### config.mk
export PLATFORM = sky130hd
export DESIGN_NAME = row_softmax_top
export DESIGN_NICKNAME = d
export VERILOG_FILES = /design/src/hw/rtl/rsm_pkg.sv /design/src/hw/rtl/row_softmax_top.sv /design/src/hw/rtl/rsm_ctrl.sv /design/src/hw/rtl/rsm_dp.sv
export SDC_FILE = /design/constraint.sdc
export NUM_CORES = 2
export LEC_CHECK = 0
export ABC_AREA = 1
export BUFFER_PORTS_ARGS = -buffer_cell sky130_fd_sc_hd__buf_2
export CORE_MARGIN = 1
export CORE_UTILIZATION = 60
export CTS_BUF_LIST = sky130_fd_sc_hd__clkbuf_8
export DETAILED_ROUTE_END_ITERATION = 12
export GPL_ROUTABILITY_DRIVEN = 0
export PLACE_DENSITY = 0.79
export SLEW_MARGIN = 5
export SYNTH_ARGS = -nofsm -noshare
export SYNTH_HDL_FRONTEND = slang
export SYNTH_HIERARCHICAL = 1
export SYNTH_SLANG_ARGS = --single-unit
### constraint.sdc
create_clock -name clk -period 7.5 [get_ports clk]
set_clock_uncertainty 0.1 [all_clocks]
set_input_delay 1.875 -clock clk [delete_from_list [all_inputs] [get_ports clk]]
set_output_delay 1.875 -clock clk [all_outputs]
set_load 0.1 [all_outputs]
### src/hw/rtl/rsm_pkg.sv
`timescale 1ns / 1ps
package rsm_pkg;

	localparam int SCORE_BITS = 16;
	localparam int PROB_BITS  = 16;
	localparam int EXP_BITS   = 16;
	localparam int RECIP_BITS = 40;
	localparam int QUO_BITS   = 26;
	localparam int K_BITS     = 13;
	localparam int T_BITS     = 13;
	localparam int EXP_LIMIT  = 4096;
	localparam logic [16:0] LOG2E_Q16 = 17'd94548;

	typedef struct packed {
		logic signed [SCORE_BITS-1:0] score;
		logic                         row_last;
	} item_t;

	typedef struct packed {
		logic [PROB_BITS-1:0] probability;
		logic                 result_last;
		logic                 row_overflow;
	} result_t;

	typedef enum logic [3:0] {
		ST_LOAD,
		ST_SUM_RD,
		ST_SUM_EX1,
		ST_SUM_EX2,
		ST_SUM_ACC,
		ST_DIV,
		ST_OUT_RD,
		ST_OUT_EX1,
		ST_OUT_EX2,
		ST_OUT_MUL,
		ST_OUT_PUT,
		ST_OUT_WAIT
	} state_t;

	typedef struct packed {
		logic load;
		logic close;
		logic acc;
		logic idx_inc;
		logic idx_clr;
		logic div_init;
		logic div_step;
		logic put;
		logic row_clr;
	} cmd_t;

	typedef struct packed {
		logic last_idx;
		logic div_done;
	} status_t;

	// 32768 * 2^(-j/16)
	function automatic logic [15:0] pow2_tab(input logic [4:0] j);
		logic [15:0] v;
		unique case (j)
			5'd0:  v = 16'd32768;
			5'd1:  v = 16'd31379;
			5'd2:  v = 16'd30048;
			5'd3:  v = 16'd28774;
			5'd4:  v = 16'd27554;
			5'd5:  v = 16'd26386;
			5'd6:  v = 16'd25268;
			5'd7:  v = 16'd24196;
			5'd8:  v = 16'd23170;
			5'd9:  v = 16'd22188;
			5'd10: v = 16'd21247;
			5'd11: v = 16'd20347;
			5'd12: v = 16'd19484;
			5'd13: v = 16'd18658;
			5'd14: v = 16'd17867;
			5'd15: v = 16'd17110;
			5'd16: v = 16'd16384;
			default: v = 16'd0;
		endcase
		return v;
	endfunction

endpackage

### src/hw/rtl/row_softmax_top.sv
`timescale 1ns / 1ps
// Row softmax over signed Q8.8 scores. Scores of a row are taken one per cycle
// into a MAX_CLASSES-entry row buffer; extra scores are dropped and flagged on
// every result of that row. After the score marked last, the block makes one
// exp pass over the buffer (read, two exp stages, accumulate per score), a
// reciprocal, then emits one Q0.16 probability per stored score, each held by
// any output stall. The item channel stalls from the close of a row until its
// last result is taken; the per-score cost is set by the shared exp unit and
// the one-port row buffer read.
module row_softmax_top #(
	parameter int MAX_CLASSES = 64
) (
	input  logic              clk,
	input  logic              arst_n,
	input  logic              item_valid,
	output logic              item_stall,
	input  rsm_pkg::item_t    item,
	output logic              result_valid,
	input  logic              result_stall,
	output rsm_pkg::result_t  result
);

	rsm_pkg::cmd_t    cmd;
	rsm_pkg::status_t status;
	logic             item_fire;
	logic             result_fire;

	assign item_fire   = item_valid && !item_stall;
	assign result_fire = result_valid && !result_stall;

	rsm_ctrl u_ctrl (
		.clk         (clk),
		.arst_n      (arst_n),
		.item_fire   (item_fire),
		.item_last   (item.row_last),
		.result_fire (result_fire),
		.status      (status),
		.item_stall  (item_stall),
		.cmd         (cmd)
	);

	rsm_dp #(
		.MAX_CLASSES (MAX_CLASSES)
	) u_dp (
		.clk          (clk),
		.arst_n       (arst_n),
		.item         (item),
		.cmd          (cmd),
		.result_stall (result_stall),
		.result_valid (result_valid),
		.result       (result),
		.status       (status)
	);

endmodule

### src/hw/rtl/rsm_ctrl.sv
`timescale 1ns / 1ps
module rsm_ctrl (
	input  logic              clk,
	input  logic              arst_n,
	input  logic              item_fire,
	input  logic              item_last,
	input  logic              result_fire,
	input  rsm_pkg::status_t  status,
	output logic              item_stall,
	output rsm_pkg::cmd_t     cmd
);

	rsm_pkg::state_t state_q, state_d;

	always_ff @(posedge clk or negedge arst_n) begin
		if (!arst_n) begin
			state_q <= rsm_pkg::ST_LOAD;
		end else begin
			state_q <= state_d;
		end
	end

	always_comb begin
		state_d = state_q;
		unique case (state_q)
			rsm_pkg::ST_LOAD: begin
				if (item_fire && item_last) state_d = rsm_pkg::ST_SUM_RD;
			end
			rsm_pkg::ST_SUM_RD:  state_d = rsm_pkg::ST_SUM_EX1;
			rsm_pkg::ST_SUM_EX1: state_d = rsm_pkg::ST_SUM_EX2;
			rsm_pkg::ST_SUM_EX2: state_d = rsm_pkg::ST_SUM_ACC;
			rsm_pkg::ST_SUM_ACC: begin
				state_d = status.last_idx ? rsm_pkg::ST_DIV : rsm_pkg::ST_SUM_RD;
			end
			rsm_pkg::ST_DIV: begin
				if (status.div_done) state_d = rsm_pkg::ST_OUT_RD;
			end
			rsm_pkg::ST_OUT_RD:  state_d = rsm_pkg::ST_OUT_EX1;
			rsm_pkg::ST_OUT_EX1: state_d = rsm_pkg::ST_OUT_EX2;
			rsm_pkg::ST_OUT_EX2: state_d = rsm_pkg::ST_OUT_MUL;
			rsm_pkg::ST_OUT_MUL: state_d = rsm_pkg::ST_OUT_PUT;
			rsm_pkg::ST_OUT_PUT: state_d = rsm_pkg::ST_OUT_WAIT;
			rsm_pkg::ST_OUT_WAIT: begin
				if (result_fire) begin
					state_d = status.last_idx ? rsm_pkg::ST_LOAD : rsm_pkg::ST_OUT_RD;
				end
			end
			default: state_d = rsm_pkg::ST_LOAD;
		endcase
	end

	always_comb begin
		cmd        = '0;
		item_stall = 1'b1;
		unique case (state_q)
			rsm_pkg::ST_LOAD: begin
				item_stall = 1'b0;
				cmd.load   = item_fire;
				cmd.close  = item_fire && item_last;
			end
			rsm_pkg::ST_SUM_ACC: begin
				cmd.acc      = 1'b1;
				cmd.idx_inc  = !status.last_idx;
				cmd.div_init = status.last_idx;
			end
			rsm_pkg::ST_DIV: begin
				cmd.div_step = 1'b1;
				cmd.idx_clr  = status.div_done;
			end
			rsm_pkg::ST_OUT_PUT: begin
				cmd.put = 1'b1;
			end
			rsm_pkg::ST_OUT_WAIT: begin
				cmd.idx_inc = result_fire && !status.last_idx;
				cmd.row_clr = result_fire && status.last_idx;
			end
			default: begin
				cmd = '0;
			end
		endcase
	end

endmodule

### src/hw/rtl/rsm_dp.sv
`timescale 1ns / 1ps
module rsm_dp #(
	parameter int MAX_CLASSES = 64
) (
	input  logic              clk,
	input  logic              arst_n,
	input  rsm_pkg::item_t    item,
	input  rsm_pkg::cmd_t     cmd,
	input  logic              result_stall,
	output logic              result_valid,
	output rsm_pkg::result_t  result,
	output rsm_pkg::status_t  status
);

	localparam int IDX_BITS  = (MAX_CLASSES > 1) ? $clog2(MAX_CLASSES) : 1;
	localparam int FILL_BITS = $clog2(MAX_CLASSES + 1);
	localparam int SUM_BITS  = rsm_pkg::EXP_BITS + IDX_BITS;
	localparam int REM_BITS  = SUM_BITS + 1;
	localparam int CNT_BITS  = $clog2(rsm_pkg::RECIP_BITS + 1);
	localparam int PROD_BITS = rsm_pkg::EXP_BITS + rsm_pkg::QUO_BITS;
	localparam int SB        = rsm_pkg::SCORE_BITS;

	logic signed [SB-1:0] mem [MAX_CLASSES];
	logic signed [SB-1:0] rd_q;
	logic signed [SB-1:0] max_q;
	logic [FILL_BITS-1:0] fill_q;
	logic [IDX_BITS-1:0]  idx_q;
	logic [SUM_BITS-1:0]  sum_q;
	logic                 ovf_q;
	logic [REM_BITS-1:0]  rem_q;
	logic [rsm_pkg::QUO_BITS-1:0] quo_q;
	logic [CNT_BITS-1:0]  cnt_q;

	logic [rsm_pkg::T_BITS-1:0] t_s1;
	logic                       far_s1;
	logic [rsm_pkg::EXP_BITS-1:0] e_s2;
	logic [PROD_BITS-1:0]       prod_s3;

	logic                 room;
	logic signed [SB:0]   diff;
	logic [SB-1:0]        k;
	logic [29:0]          t_prod;
	logic [4:0]           n;
	logic [3:0]           j;
	logic [3:0]           r;
	logic [15:0]          tj;
	logic [15:0]          tj1;
	logic [14:0]          drop_mul;
	logic [15:0]          m;
	logic [23:0]          rnd;
	logic [23:0]          shifted;
	logic [REM_BITS-1:0]  rem_sh;
	logic [rsm_pkg::QUO_BITS-1:0] recip;
	logic [PROD_BITS-1:0] p_round;
	logic [PROD_BITS-rsm_pkg::RECIP_BITS+rsm_pkg::PROB_BITS-1:0] p_full;
	logic [rsm_pkg::PROB_BITS-1:0] p_sat;

	assign room = fill_q < FILL_BITS'(MAX_CLASSES);

	// row buffer
	always_ff @(posedge clk) begin
		if (cmd.load && room) begin
			mem[fill_q[IDX_BITS-1:0]] <= item.score;
		end
		rd_q <= mem[idx_q];
	end

	always_ff @(posedge clk or negedge arst_n) begin
		if (!arst_n) begin
			max_q  <= {1'b1, {(SB-1){1'b0}}};
			fill_q <= '0;
			ovf_q  <= 1'b0;
			idx_q  <= '0;
			sum_q  <= '0;
		end else begin
			if (cmd.row_clr) begin
				max_q  <= {1'b1, {(SB-1){1'b0}}};
				fill_q <= '0;
				ovf_q  <= 1'b0;
			end else if (cmd.load) begin
				if (room) begin
					fill_q <= fill_q + 1'b1;
					if (item.score > max_q) max_q <= item.score;
				end else begin
					ovf_q <= 1'b1;
				end
			end
			if (cmd.close || cmd.idx_clr || cmd.row_clr) begin
				idx_q <= '0;
			end else if (cmd.idx_inc) begin
				idx_q <= idx_q + 1'b1;
			end
			if (cmd.close) begin
				sum_q <= '0;
			end else if (cmd.acc) begin
				sum_q <= sum_q + SUM_BITS'(e_s2);
			end
		end
	end

	assign status.last_idx = ({1'b0, idx_q} + 1'b1) == (IDX_BITS + 1)'(fill_q);

	// exp stage 1: distance below max, scaled by log2(e)
	assign diff   = {max_q[SB-1], max_q} - {rd_q[SB-1], rd_q};
	assign k      = diff[SB-1:0];
	assign t_prod = 30'(k[rsm_pkg::K_BITS-1:0]) * 30'(rsm_pkg::LOG2E_Q16) + 30'd32768;

	always_ff @(posedge clk) begin
		far_s1 <= k > SB'(rsm_pkg::EXP_LIMIT);
		t_s1   <= t_prod[16 +: rsm_pkg::T_BITS];
	end

	// exp stage 2: table interpolation and power-of-two shift
	assign n        = t_s1[12:8];
	assign j        = t_s1[7:4];
	assign r        = t_s1[3:0];
	assign tj       = rsm_pkg::pow2_tab({1'b0, j});
	assign tj1      = rsm_pkg::pow2_tab({1'b0, j} + 5'd1);
	assign drop_mul = 15'(tj - tj1) * 15'(r) + 15'd8;
	assign m        = tj - 16'(drop_mul[14:4]);
	assign rnd      = (n == 5'd0) ? 24'd0 : (24'd1 << (n - 5'd1));
	assign shifted  = ({8'd0, m} + rnd) >> n;

	always_ff @(posedge clk) begin
		e_s2 <= far_s1 ? '0 : shifted[rsm_pkg::EXP_BITS-1:0];
	end

	// restoring divider for 2^40 / sum, one quotient bit per cycle
	assign rem_sh          = {rem_q[REM_BITS-2:0], (cnt_q == '0)};
	assign status.div_done = cnt_q == CNT_BITS'(rsm_pkg::RECIP_BITS);

	always_ff @(posedge clk or negedge arst_n) begin
		if (!arst_n) begin
			cnt_q <= '0;
		end else if (cmd.div_init) begin
			cnt_q <= '0;
		end else if (cmd.div_step && !status.div_done) begin
			cnt_q <= cnt_q + 1'b1;
		end
	end

	always_ff @(posedge clk) begin
		if (cmd.div_init) begin
			rem_q <= '0;
			quo_q <= '0;
		end else if (cmd.div_step) begin
			if (rem_sh >= {1'b0, sum_q}) begin
				rem_q <= rem_sh - {1'b0, sum_q};
				quo_q <= {quo_q[rsm_pkg::QUO_BITS-2:0], 1'b1};
			end else begin
				rem_q <= rem_sh;
				quo_q <= {quo_q[rsm_pkg::QUO_BITS-2:0], 1'b0};
			end
		end
	end

	// zero sum guard
	assign recip = (sum_q == '0) ? '0 : quo_q;

	always_ff @(posedge clk) begin
		prod_s3 <= PROD_BITS'(e_s2) * PROD_BITS'(recip);
	end

	assign p_round = prod_s3
		+ (PROD_BITS'(1) << (rsm_pkg::RECIP_BITS - rsm_pkg::PROB_BITS - 1));
	assign p_full  = p_round[PROD_BITS-1 : rsm_pkg::RECIP_BITS - rsm_pkg::PROB_BITS];
	assign p_sat   = (p_full > {1'b0, {rsm_pkg::PROB_BITS{1'b1}}}) ? '1
		: p_full[rsm_pkg::PROB_BITS-1:0];

	// output register
	always_ff @(posedge clk or negedge arst_n) begin
		if (!arst_n) begin
			result_valid <= 1'b0;
		end else if (cmd.put) begin
			result_valid <= 1'b1;
		end else if (!result_stall) begin
			result_valid <= 1'b0;
		end
	end

	always_ff @(posedge clk) begin
		if (cmd.put) begin
			result.probability  <= p_sat;
			result.result_last  <= status.last_idx;
			result.row_overflow <= ovf_q;
		end
	end

endmodule

# == Word level (Yosys, flattened, before mapping) ==
# Memories as Yosys holds them, arrays and structs flattened. A register that Yosys moved wholly into a read port is not among the register bits.
# Index checks and enable logic that the tools add are counted.
# totals
register_bits,201
mem_bits_rw,1024
mem_bits_ro,768
input_bits,21
out_inout_bits,20
word_cells,128
n_memories,3
# classes
n_addsub,15
n_mul,3
magnitude_cmp,5
n_eq_ne,18
shift,2
n_mux,39
reduce_logical,26
# memory_table
name,depth,word_bits,read_ports,rd_clocked_by_memory_dff,wr,line,source
u_dp.mem,64,16,1,1,1,rsm_dp.sv:23,logic signed [SB-1:0] mem [MAX_CLASSES];
(name not given),32,16,1,0,0,rsm_pkg.sv:60,unique case (j)
(name not given),16,16,1,1,0,rsm_pkg.sv:60,
# op_table
op,n
22-bit 2-to-1 mux,3
16-bit 2-to-1 mux,4
4-bit case mux with 12 select lines,1
"42-bit by 24-bit adder with 42-bit output, second input constant",1
16-bit by 26-bit multiplier with 42-bit output,1
"29-bit by 16-bit adder with 29-bit output, second input constant",1
"13-bit by 15-bit multiplier with 27-bit output, second input constant",1
26-bit 2-to-1 mux,1
16-bit by 24-bit adder with 24-bit output,1
24-bit 2-to-1 mux,1
6-bit 2-to-1 mux,4
"1-bit by 5-bit left shift with 24-bit output, first input constant",1
24-bit by 5-bit >> shifter with 16-bit output,1
23-bit by 22-bit greater-or-equal comparator with 1-bit output,1
22-bit by 16-bit adder with 22-bit output,1
22-bit logical NOT,1
22-bit subtractor,1
7-bit 2-to-1 mux,3
"18-bit by 16-bit greater-than comparator with 1-bit output, second input constant",1
"4-bit by 3-bit equality test with 1-bit output, second input constant",4
"4-bit equality test, second input constant",4
"16-bit by 13-bit greater-than comparator with 1-bit output, second input constant",1
16-bit greater-than comparator,1
16-bit by 11-bit subtractor with 16-bit output,1
other kinds (29),68

# == Logic depth before layout (Yosys ltp) ==
# An unclocked memory read counts as a cell.
# depth
ltp_word,8
ltp_mapped,55
depth_no_buf,55

# == Cells and area by module ==
# The synthesis kept the hierarchy.
# by_module_without_submodules
module,instances,cells_each,area_per_inst_um2,seq_area_each_um2
rsm_dp,1,7366,72319.4,35350.2
rsm_ctrl,1,65,375.4,100.1
row_softmax_top,1,4,20.0,0.0

# == Least setup slack after synthesis ==
# OpenSTA, ideal clock, no wires.
# synth_timing
path_type,reg2reg
start,register u_dp/t_s1[4] (netlist name)
end,register u_dp/e_s2[2] (netlist name)
setup_ps,130
arrival_ps,7970
required_time_ps,7270
path_slack_ps,-700
path_stages_with_launch,41
n_path_buf,1
period_less_slack_ps,8200
path_cell_list,dfxtp_1 > ha_1 > ha_1 > clkbuf_1 > clkinv_1 > or2_2 > o211ai_1 > nand3_1 > inv_1 > fa_1 > or2_2 > ha_1 > fa_1 > fa_1 > nor2_1 > nand3_1 > nor3_1 > fa_1 > [... 5 more ...] > a21oi_1 > o21bai_1 > nand2_1 > nand3_1 > xnor2_1 > ha_1 > nand2_1 > nor2_1 > nand2_1 > or2_2 > nand3_1 > nand3_1 > nand2_1 > nand2_1 > nand2_1 > nand2_1 > nand3_1 > a21oi_1
# synth_via
elab_chain_cells,8
# synth_lines
element,line,source
start: declaration,rsm_dp.sv:34,logic [rsm_pkg::T_BITS-1:0] t_s1;
start signal: assignment,rsm_dp.sv:110,t_s1 <= t_prod[16 +: rsm_pkg::T_BITS];
4-bit by 1-bit adder with 5-bit output,rsm_dp.sv:118,"assign tj1 = rsm_pkg::pow2_tab({1'b0, j} + 5'd1);"
memory read 32 x 16 bit,--,
15-bit subtractor,rsm_dp.sv:119,assign drop_mul = 15'(tj - tj1) * 15'(r) + 15'd8;
15-bit by 4-bit multiplier with 15-bit output,rsm_dp.sv:119,
15-bit by 4-bit adder with 15-bit output,rsm_dp.sv:119,
16-bit by 11-bit subtractor with 16-bit output,rsm_dp.sv:120,assign m = tj - 16'(drop_mul[14:4]);
16-bit by 24-bit adder with 24-bit output,rsm_dp.sv:122,"assign shifted = ({8'd0, m} + rnd) >> n;"
24-bit by 5-bit >> shifter with 16-bit output,rsm_dp.sv:122,
end signal: assignment,rsm_dp.sv:125,e_s2 <= far_s1 ? '0 : shifted[rsm_pkg::EXP_BITS-1:0];
end: declaration,rsm_dp.sv:36,logic [rsm_pkg::EXP_BITS-1:0] e_s2;
# No other way between the ends.
# A chain may end at the register's enable or synchronous reset.

# == Worst setup path in the final report ==
# layout_timing
start,register u_dp/t_s1[5] (netlist name)
end,register u_dp/e_s2[0] (netlist name)
# The elaborated chain is that of the path after synthesis.

==> flow_summary_export.csv <==
group,metric,value,unit
cells_and_area,fin_nets,8464,
logic_synthesis,yosysTopAreaCell,"edfxtp_1",
logic_synthesis,yosysTopAreaCellShare,43.0,%
floorplan,pin_count,41,
cts,ctsHoldBuffers,0,
cells_and_area,area_growth,11.4,%
cells_and_area,multi_input_area,33800,sq um
worst_hold_path,worstHoldPathType,"reg2reg",
drt,vias,57200,
worst_hold_path,min_to,"u_dp/rem_q[17]",
logic_synthesis,synthCells,7435,
logic_synthesis,post-synth-top-count-cell,"nor2_1",
logic_synthesis,ys_seq_elements,1234,
cts,clkLatencyLatePin,910,ps
cells_and_area,layout-drive-gt1-share,11.4,%
timing,finalCritPeriodShare,108,%
cts,clk_path_buf_depth,3,
global_routing,grt_pass1_vias,56400,
floorplan,die_h,350,microns
setup_path,r2r_end,"u_dp/e_s2[0]",
timing,fin_ws,-617,ps
logic_synthesis,synth-edff-count,1042,
setup_path,cp.arrival,8780,ps
logic_synthesis,ys_warn_count,6,
setup_path,required,8160,ps
setup_path,critical_path.most_common_cell,"nand2_1",
timing,fmaxAchievable,123,MHz
global_routing,grt_pass1_wl,306000,microns
logic_synthesis,synth_common_cells,"1211 x nor2_1, 1042 x edfxtp_1, 951 x nand2_1, 839 x o21ai_0, 833 x inv_1",
floorplan,initial_core_util,60.6,%
timing,worstMarginPinSlew,1170,ps
logic_synthesis,synth.area.top_cells,"edfxtp_1 43%, fa_1 11%, nor2_1 6.3%",
run_status,status,"finished with violations",
setup_path,crit_slowest_cell,"fa_1",
worst_hold_path,hold_path.startpoint,"u_dp/rem_q[17]",
logic_synthesis,netlist_area,72700,sq um
setup_path,r2r-start,"u_dp/t_s1[5]",
drt,drt_iter0_markers,7090,
logic_synthesis,yosysUniqueCellTypes,53,
floorplan,fp.dieW,350,microns
cells_and_area,final_area,81000,sq um
cts,cts_tree,"built",
floorplan,die_area,123000,sq um
drt,vias_per_cell,6.06,
setup_path,r2r_cells,46,
timing,hold_viol,0,
placement,hpwl,133000,microns
drt,remaining_drc_errors,0,
setup_path,regToRegSetupSlack,-620,ps
setup_path,worst_setup_path_start_kind,"register",
global_routing,grt_max_degree,161,
global_routing,grt_antenna_before_repair,8,
logic_synthesis,syn_nets,8230,
timing,setup_viol,16,
cts,htreeDepth,4,
logic_synthesis,synth_ff_type,"edfxtp_1",
timing,rsz0062_at_grt,"true",
floorplan,core-area,120000,sq um
timing,drv_slew,0,
setup_path,critical_path.max_stage_delay,530,ps
drt,wl_per_cell,21.1,microns
setup_path,path_class,"reg2reg",
global_routing,track_usage,32.3,%
timing,max-slew-margin-rel,21.6,%
setup_path,end_kind,"register",
logic_synthesis,syn_area_per_cell,9.78,sq um
cts,clock_sinks,1234,
logic_synthesis,synth_seq_area_share,48.8,%
setup_path,worstSetupStartpoint,"u_dp/t_s1[5]",
global_routing,grt_overflow,0,
run,maxCapViolCount,0,
worst_hold_path,hold-path-cell-count,2,
drt,dr.pass1.iters,9,
cts,root_buffer,"clkbuf_8",
cells_and_area,seqCellArea,35500,sq um
timing,post-route-min-period,8120,ps
run_status,violations,"setup timing",
cts,cts_made_buffers,190,
drt,routed_wirelength,199000,microns
drt,ant_nets,0,
cts,clk_pin_slew_worst_paths,60,ps
floorplan,num_rows,127,
placement,placedInstanceArea,76300,sq um
cells_and_area,num-fill-cells,8585,
placement,io_buffer_count,40,
placement,pre_cts_ws,-624,ps
logic_synthesis,async_flop_share,5.11,%
setup_path,cp_max_fo,4,
cell families after synthesis:
logic type | share of synthesized area, %
buffers and inverters | 6.22
DFF | 48.8
adders and majority gates | 17.6
AOI/OAI and AO/OA | 11.6
xor gates and xnor gates | 1.46
and+or+nand+nor | 14.4
cell type report:
type / count / share of cell area [%]
Timing Repair Buffer: 375 / 3.47
Multi-Input combinational cell: 5012 / 41.7
Tap cell: 1612 / 2.49
Inverter: 856 / 4.00
Clock inverter: 138 / 1.13
Sequential cell: 1234 / 43.8
Antenna cell: 5 / 0.0154
Clock buffer: 202 / 3.43
routing by layer:
layer | vias up | GRT usage [%] | routed length (microns)
li1 | 25600 | - | -
met1 | 27400 | 41.8 | 73600
met4 | 8 | 15.5 | 9790
met5 | - | 0.353 | 90
met2 | 3438 | 51.3 | 92100
met3 | 698 | 7.66 | 23000
metrics by stage:
stage / utilization [%] / hold slack (ps) / std cells / TNS (ps)
2_1_floorplan: - / 326 / 7435 / 0
3_5_place_dp: 63.6 / 376 / 9061 / -8360
5_1_grt: 67.5 / 406 / 9430 / -15330
4_1_cts: 67.0 / 385 / 9419 / -4930
3_3_place_gp: 63.6 / 375 / 9061 / -5360
6_report: 67.5 / 387 / 9434 / -8420
sequential cells by signal (all words and copies together) (netlist names), 7 cells and up:
register	cells
u_dp/rem_q	22
u_dp/mem	1024
u_dp/tj	16
u_dp/t_s1	13
u_dp/fill_q	7
u_dp/result	18
u_dp/e_s2	16
u_dp/rd_q	16
u_dp/max_q	16
u_dp/sum_q	22
u_dp/prod_s3	19
u_dp/quo_q	26
worst max path at each step:
stage	slack [ps]	end	depth (start not counted)
finish	-620	u_dp/e_s2[0]	46
global route	-1030	u_dp/e_s2[0]	49
CTS	-400	u_dp/e_s2[2]	48
detailed placement	-620	u_dp/e_s2[2]	45
global placement	-430	u_dp/e_s2[0]	50
floorplan	20	u_dp/e_s2[2]	48
cell usage in the layout (no fill, tap or decap), types with 21 or more instances in the layout:
| master | n |
|---|---|
| fa_1 | 413 |
| a31oi_1 | 23 |
| o22ai_1 | 338 |
| nand3_1 | 221 |
| edfxtp_1 | 1042 |
| buf_2 | 40 |
| nand2_1 | 917 |
| nor2_1 | 1191 |
| clkbuf_8 | 202 |
| a21oi_1 | 203 |
| ha_1 | 332 |
| nand2_2 | 42 |
| clkinv_1 | 49 |
| nand3_2 | 29 |
| nor3_1 | 42 |
| buf_4 | 324 |
| o21ai_0 | 820 |
| xor2_1 | 77 |
| a21oi_2 | 33 |
| dfxtp_1 | 126 |
| xnor2_1 | 31 |
| dfrtp_1 | 58 |
| nand4_1 | 32 |
| nor2_2 | 27 |
| ha_4 | 21 |
| inv_1 | 883 |
worst max-delay path, delay by kind of cell, from the launching register on:
kind	cells	cell delay (ps)
adders and majority gates	10	3270
and+or+nand+nor	25	2680
AOI/OAI and AO/OA	5	690
xor gates and xnor gates	3	590
DFF	1	360
buffers and inverters	3	280
repair_timing:
item | in CTS | in global routing
endpoints found under the setup margin | 16 | 37
pin swaps | 58 | 78
resized for setup | 59 | 151
buffers inserted | 18 | 10
Power is not shown: default switching activity piles up to over one toggle a cycle in this logic, so the estimate is an artifact.
